==> config.mk <==
export PLATFORM = sky130hd
export DESIGN_NAME = mm4_merge
export DESIGN_NICKNAME = d
export VERILOG_FILES = /design/src/rtl/mm4_pkg.sv /design/src/rtl/mm4_merge.sv
export SDC_FILE = /design/constraint.sdc
export NUM_CORES = 1
export LEC_CHECK = 0
export BUFFER_PORTS_ARGS = -buffer_cell sky130_fd_sc_hd__buf_4
export CAP_MARGIN = 20
export CORE_AREA = 4 4 155 157
export DETAILED_ROUTE_END_ITERATION = 10
export DIE_AREA = 0 0 159 161
export HOLD_SLACK_MARGIN = 0.06
export SLEW_MARGIN = 5
export SYNTH_ARGS = -nofsm -noshare
export SYNTH_HDL_FRONTEND = slang
export SYNTH_SLANG_ARGS = --single-unit
==> constraint.sdc <==
create_clock -name clock -period 5.3 [get_ports clock]
set_clock_uncertainty 0.2 [all_clocks]
set_input_delay 0.53 -clock clock [delete_from_list [all_inputs] [get_ports clock]]
set_output_delay 0.53 -clock clock [all_outputs]
set_load 0.05 [all_outputs]
==> src/rtl/mm4_pkg.sv <==
package mm4_pkg;

   localparam int DIM               = 4;
   localparam int ROW_W             = 2;
   localparam int DATA_W            = 32;
   localparam int PROD_W            = 2 * DATA_W;
   // Four full products summed without loss need two extra bits.
   localparam int SUM_W             = PROD_W + 2;
   localparam int FRAC_BITS_DEFAULT = 16;

   localparam logic [ROW_W-1:0] FIRST_ROW = ROW_W'(0);
   localparam logic [ROW_W-1:0] LAST_ROW  = ROW_W'(DIM - 1);

   typedef logic [DATA_W-1:0] data_type;
   typedef data_type [DIM-1:0] vec_type;
   typedef logic [PROD_W-1:0] prod_type;
   typedef logic [SUM_W-1:0] sum_type;
   typedef sum_type [DIM-1:0] sum_vec_type;

   typedef struct packed {
      logic             valid;
      logic [ROW_W-1:0] row;
   } tag_type;

endpackage

==> src/rtl/mm4_merge.sv <==
module mm4_merge #(
   parameter int FRAC_BITS = mm4_pkg::FRAC_BITS_DEFAULT
) (
   input  logic                        clock,
   input  logic                        reset,
   input  mm4_pkg::tag_type            tag,
   input  mm4_pkg::sum_vec_type        sums,
   input  logic                        rsp_ready,
   output logic                        advance,
   output logic                        rsp_valid,
   output logic [mm4_pkg::ROW_W-1:0]   row,
   output mm4_pkg::vec_type            prod,
   output logic                        last
);

   localparam int HI_W = mm4_pkg::SUM_W - mm4_pkg::DATA_W + 1;

   logic                       valid_ff;
   logic                       valid_in;
   logic [mm4_pkg::ROW_W-1:0]  row_ff;
   logic                       last_ff;
   mm4_pkg::vec_type           prod_ff;
   mm4_pkg::vec_type           prod_in;
   mm4_pkg::sum_vec_type       shifted;

   // The output register frees up when it is empty or its transaction completes.
   assign advance  = !valid_ff || rsp_ready;
   assign valid_in = advance ? tag.valid : valid_ff;

   always_comb begin
      for (int c = 0; c < mm4_pkg::DIM; c++) begin
         shifted[c] = $signed(sums[c]) >>> FRAC_BITS;
         if (shifted[c][mm4_pkg::SUM_W-1 -: HI_W] == '0 ||
             shifted[c][mm4_pkg::SUM_W-1 -: HI_W] == '1) begin
            prod_in[c] = shifted[c][mm4_pkg::DATA_W-1:0];
         end else if (shifted[c][mm4_pkg::SUM_W-1]) begin
            prod_in[c] = {1'b1, {(mm4_pkg::DATA_W-1){1'b0}}};
         end else begin
            prod_in[c] = {1'b0, {(mm4_pkg::DATA_W-1){1'b1}}};
         end
      end
   end

   always_ff @(posedge clock) begin
      if (reset) begin
         valid_ff <= 1'b0;
      end else begin
         valid_ff <= valid_in;
      end
   end

   always_ff @(posedge clock) begin
      if (advance && tag.valid) begin
         row_ff  <= tag.row;
         last_ff <= (tag.row == mm4_pkg::LAST_ROW);
         prod_ff <= prod_in;
      end
   end

   assign rsp_valid = valid_ff;
   assign row       = row_ff;
   assign prod      = prod_ff;
   assign last      = last_ff;

endmodule

* Word level (Yosys, flattened, before mapping) *
Cells that the tools add are included.

storage, ports and cells
  bits in registers = 132
  input bits = 270
  output and inout bits = 133
  logic and storage cells = 31

operators by class
  eq/ne operators = 5
  mux-type cells = 8
  reductions and logical operators = 11

operators with widths
  operator              count
  $mux 32               8
  $eq 35x35->1 const B  4
  $logic_not 35->1      4
  $logic_or 1x1->1      5
  $eq 2x2->1 const B    1
  $logic_and 1x1->1     1
  $logic_not 1->1       1

* Logic depth before layout (Yosys ltp) *
  depth after elaboration = 3
  depth in mapped cells = 6
  mapped depth without buffers = 5

* Least setup slack after synthesis *
Ideal clock, no wire load.

  path type = in2reg
  from = in rsp_ready
  to = reg last_ff, in the netlist last, enable pin
  setup time = 505 ps
  arrival time = 4,076 ps
  required time = 4,595 ps
  slack = 519 ps
  stages on the path = 2
  buffers on the path = 0
  path through = nand2b_1 -> and2_1

between the ends
  cells in the longest elaborated chain, start to end = 2

ends and longest elaborated chain
  what                  line             RTL
  start, declared       mm4_merge.sv:8   input logic rsp_ready,
  $logic_or 1x1->1      mm4_merge.sv:27  assign advance = !valid_ff || rsp_ready;
  $logic_and 1x1->1     mm4_merge.sv:53  if (advance && tag.valid) begin
  end signal, assigned  mm4_merge.sv:55  last_ff <= (tag.row == mm4_pkg::LAST_ROW);
  end, declared         mm4_merge.sv:21  logic last_ff;

Every way passes these cells.
A chain may end at the register's enable or synchronous reset.

==> impl_metrics.ini <==
[outcome]
status = completed

[grt]
grt.busiest_layer = met2
met1_usage = 0.145
overflow = 0
use_met2 = 0.224
grt_pass1_wl_um = 26400
grt_pass1_vias = 4628
met3_usage = 0.0579
grt_max_degree = 50
antenna_found_initial = 1
grt_util_all_layers = 0.131

[power_and_ir_drop]
p_int_mw = 2.13
pwr-share-comb = 0.181
power_leakage_nw = 4.10
p_sw_uw = 812
ir_worst_vdd_mv = 0.173
powerDensity_nw_per_um2 = 326
clkPwrFrac = 0.397
p_seq_frac = 0.421
p_sw_frac = 0.276
p_total_mw = 2.94

[layout]
final_cell_area_um2 = 9010
drive_gt1_frac = 0.674
layout_commonest_cell = buf_4
diodes = 0
area_delta_synth_final_pct = 58.2
nNetsFinal = 954
layout_common_cells = 344 x buf_4, 131 x edfxtp_1, 82 x a21o_2

[floorplan]
core_area_um2 = 22500
initial_utilization = 0.253
num_rows = 55
die_w_um = 159
die_height_um = 161
die_area_um2 = 25600
ios = 403

[placed_design]
place.gp.congestion = 0.783
numPortBuffers = 338
dpl.hpwl_um = 13000
post_dp_cell_area_um2 = 8400
place_ws_ns = 2.34

[route]
via_count = 4422
via_per_inst = 4.50
ant_nets = 0
drt_first_pass_iters = 5
wl_per_cell_um = 17.8
wirelength_um = 17500
first_iter_violations = 255
route.detailed.drc = 0

[critical_path]
crit_chain = buf_4, nor4_1, nand4_1, nor4_2, a31o_2, a21o_2
rr_endpoint = prod[39]
critPathCaptureType = register
worstRegToRegCells = 3
crit_fanout = 31
required_ns = 5.37
path_class = in2reg
reg2reg_from = rsp_valid
cp-start-kind = primary input
reg2reg_slack_ns = 3.14
arrival_ns = 2.28
critPathSlowestCell = a31o_2
cp_slowest_stage_delay_ns = 0.61

[cts]
clock-root-buffer = clkbuf_16
ctsResizeCount = 0
clkLatencyLatePin_ns = 0.40
cts_tree = yes
clk_path_buf_depth = 2
clkSinkCount = 132
h-tree-depth = 4
clkTransAtPathRegs_ns = 0.06
cts-buffers-inserted = 17

[sta]
setup_violations = 0
setup-tns-final_ns = 0
finalHoldViolCount = 0
timing.final.crit_share = 0.417
setup_slack_ns = 3.09
whs_ns = 0.108
period_needed_ns = 2.21
drv_slew = 0
maxSlewHeadroom = 0.545
rsz0062_at_grt = false
worst_pin_slew_ns = 0.682
timing.fmax_ghz = 0.452

[synth]
syn_inst = 347
synth_nets = 617
ys_ff_latch = 132
synth_top_flop_cell = edfxtp_1
ys_types = 22
syn_area_um2 = 5690
avgSynthCellArea_um2 = 16.4
seq_area_frac_synth = 0.694
ys_warn_count = 0
async_flop_share = 0
synth_edf_count = 131

[flow_run]
maxCapViolCount = 0

[hold_path]
holdCritPathClass = in2reg
worstHoldStart = tag[1]
hold_path_end = row[1]
hold_depth = 1
## critical path: cells and delay by family
kind,cells,cell delay [ns]
AO/OA/AOI/OAI,2,0.88
AND/OR/NAND/NOR,3,0.72
buffers and inverters,1,0.13
## registers in the layout, summed over array words and instances (netlist names)
signal and flops:
last 1, prod 128, row 2, rsp_valid 1
## through the flow
step           instances  utilization
2_1_floorplan        347            -
3_3_place_gp         948        0.373
3_5_place_dp         948        0.373
4_1_cts              981        0.400
5_1_grt              982        0.400
6_report             982        0.400
## cell families after synthesis
family	after synthesis	share of synthesized area
DFF	132	0.694
and+or+nand+nor	54	0.0606
buffers and inverters	29	0.0483
AOI/OAI and AO/OA	132	0.197
## power by group through the flow
stage               Combinational [mW]  Clock (mW)  Sequential [mW]
floorplan                       0.0867           0             1.48
global placement                 0.534           0             1.26
detailed placement               0.538           0             1.26
CTS                              0.540        1.21             1.24
global route                     0.560        1.27             1.24
finish                           0.533        1.17             1.24
## what timing repair did
item                                   4_1_cts  5_1_grt
setup endpoints to repair                    0        0
hold buffers                                 1        0
endpoints found under the hold margin        1        0
setup buffers                                0        0
## area by class of cell
cell class              count  area, um^2
clock inverters            15         156
inverters                   1        3.75
flip-flops and latches    132        3950
clock buffers              17         425
multi-input cells         186        1500
well taps                 285         357
repair buffers            346        2610
fillers                  2190       13500
## worst max-delay path by stage
stage / from / slack [ns] / cells after the start / to
CTS: sums[254] / 2.78 / 6 / prod[125]
detailed placement: sums[254] / 2.34 / 6 / prod[125]
floorplan: rsp_ready / 0.52 / 2 / last
finish: sums[197] / 3.09 / 6 / prod[70]
global route: sums[65] / 2.88 / 6 / prod[25]
global placement: sums[254] / 2.39 / 6 / prod[125]
## cell usage after synthesis (all sizes together), types with 2 or more instances
cell / n / area, um^2
edfxtp: 131 / 3930
a21o: 124 / 1030
buf: 23 / 235
nor4: 21 / 156
nand4: 20 / 125
nor2: 7 / 26.3
a311oi: 3 / 45.0
a31o: 3 / 26.3
and3: 3 / 18.8
and2: 2 / 12.5
clkbuf: 2 / 7.51
dlygate4sd3: 2 / 20.0
## metal layers
metal	wire length (um)	up-vias
met2	8750	226
met5	7	-
li1	-	2064
met3	1670	21
met1	6700	2109
met4	370	2
Note: power is estimated with default switching activity, not from simulation.
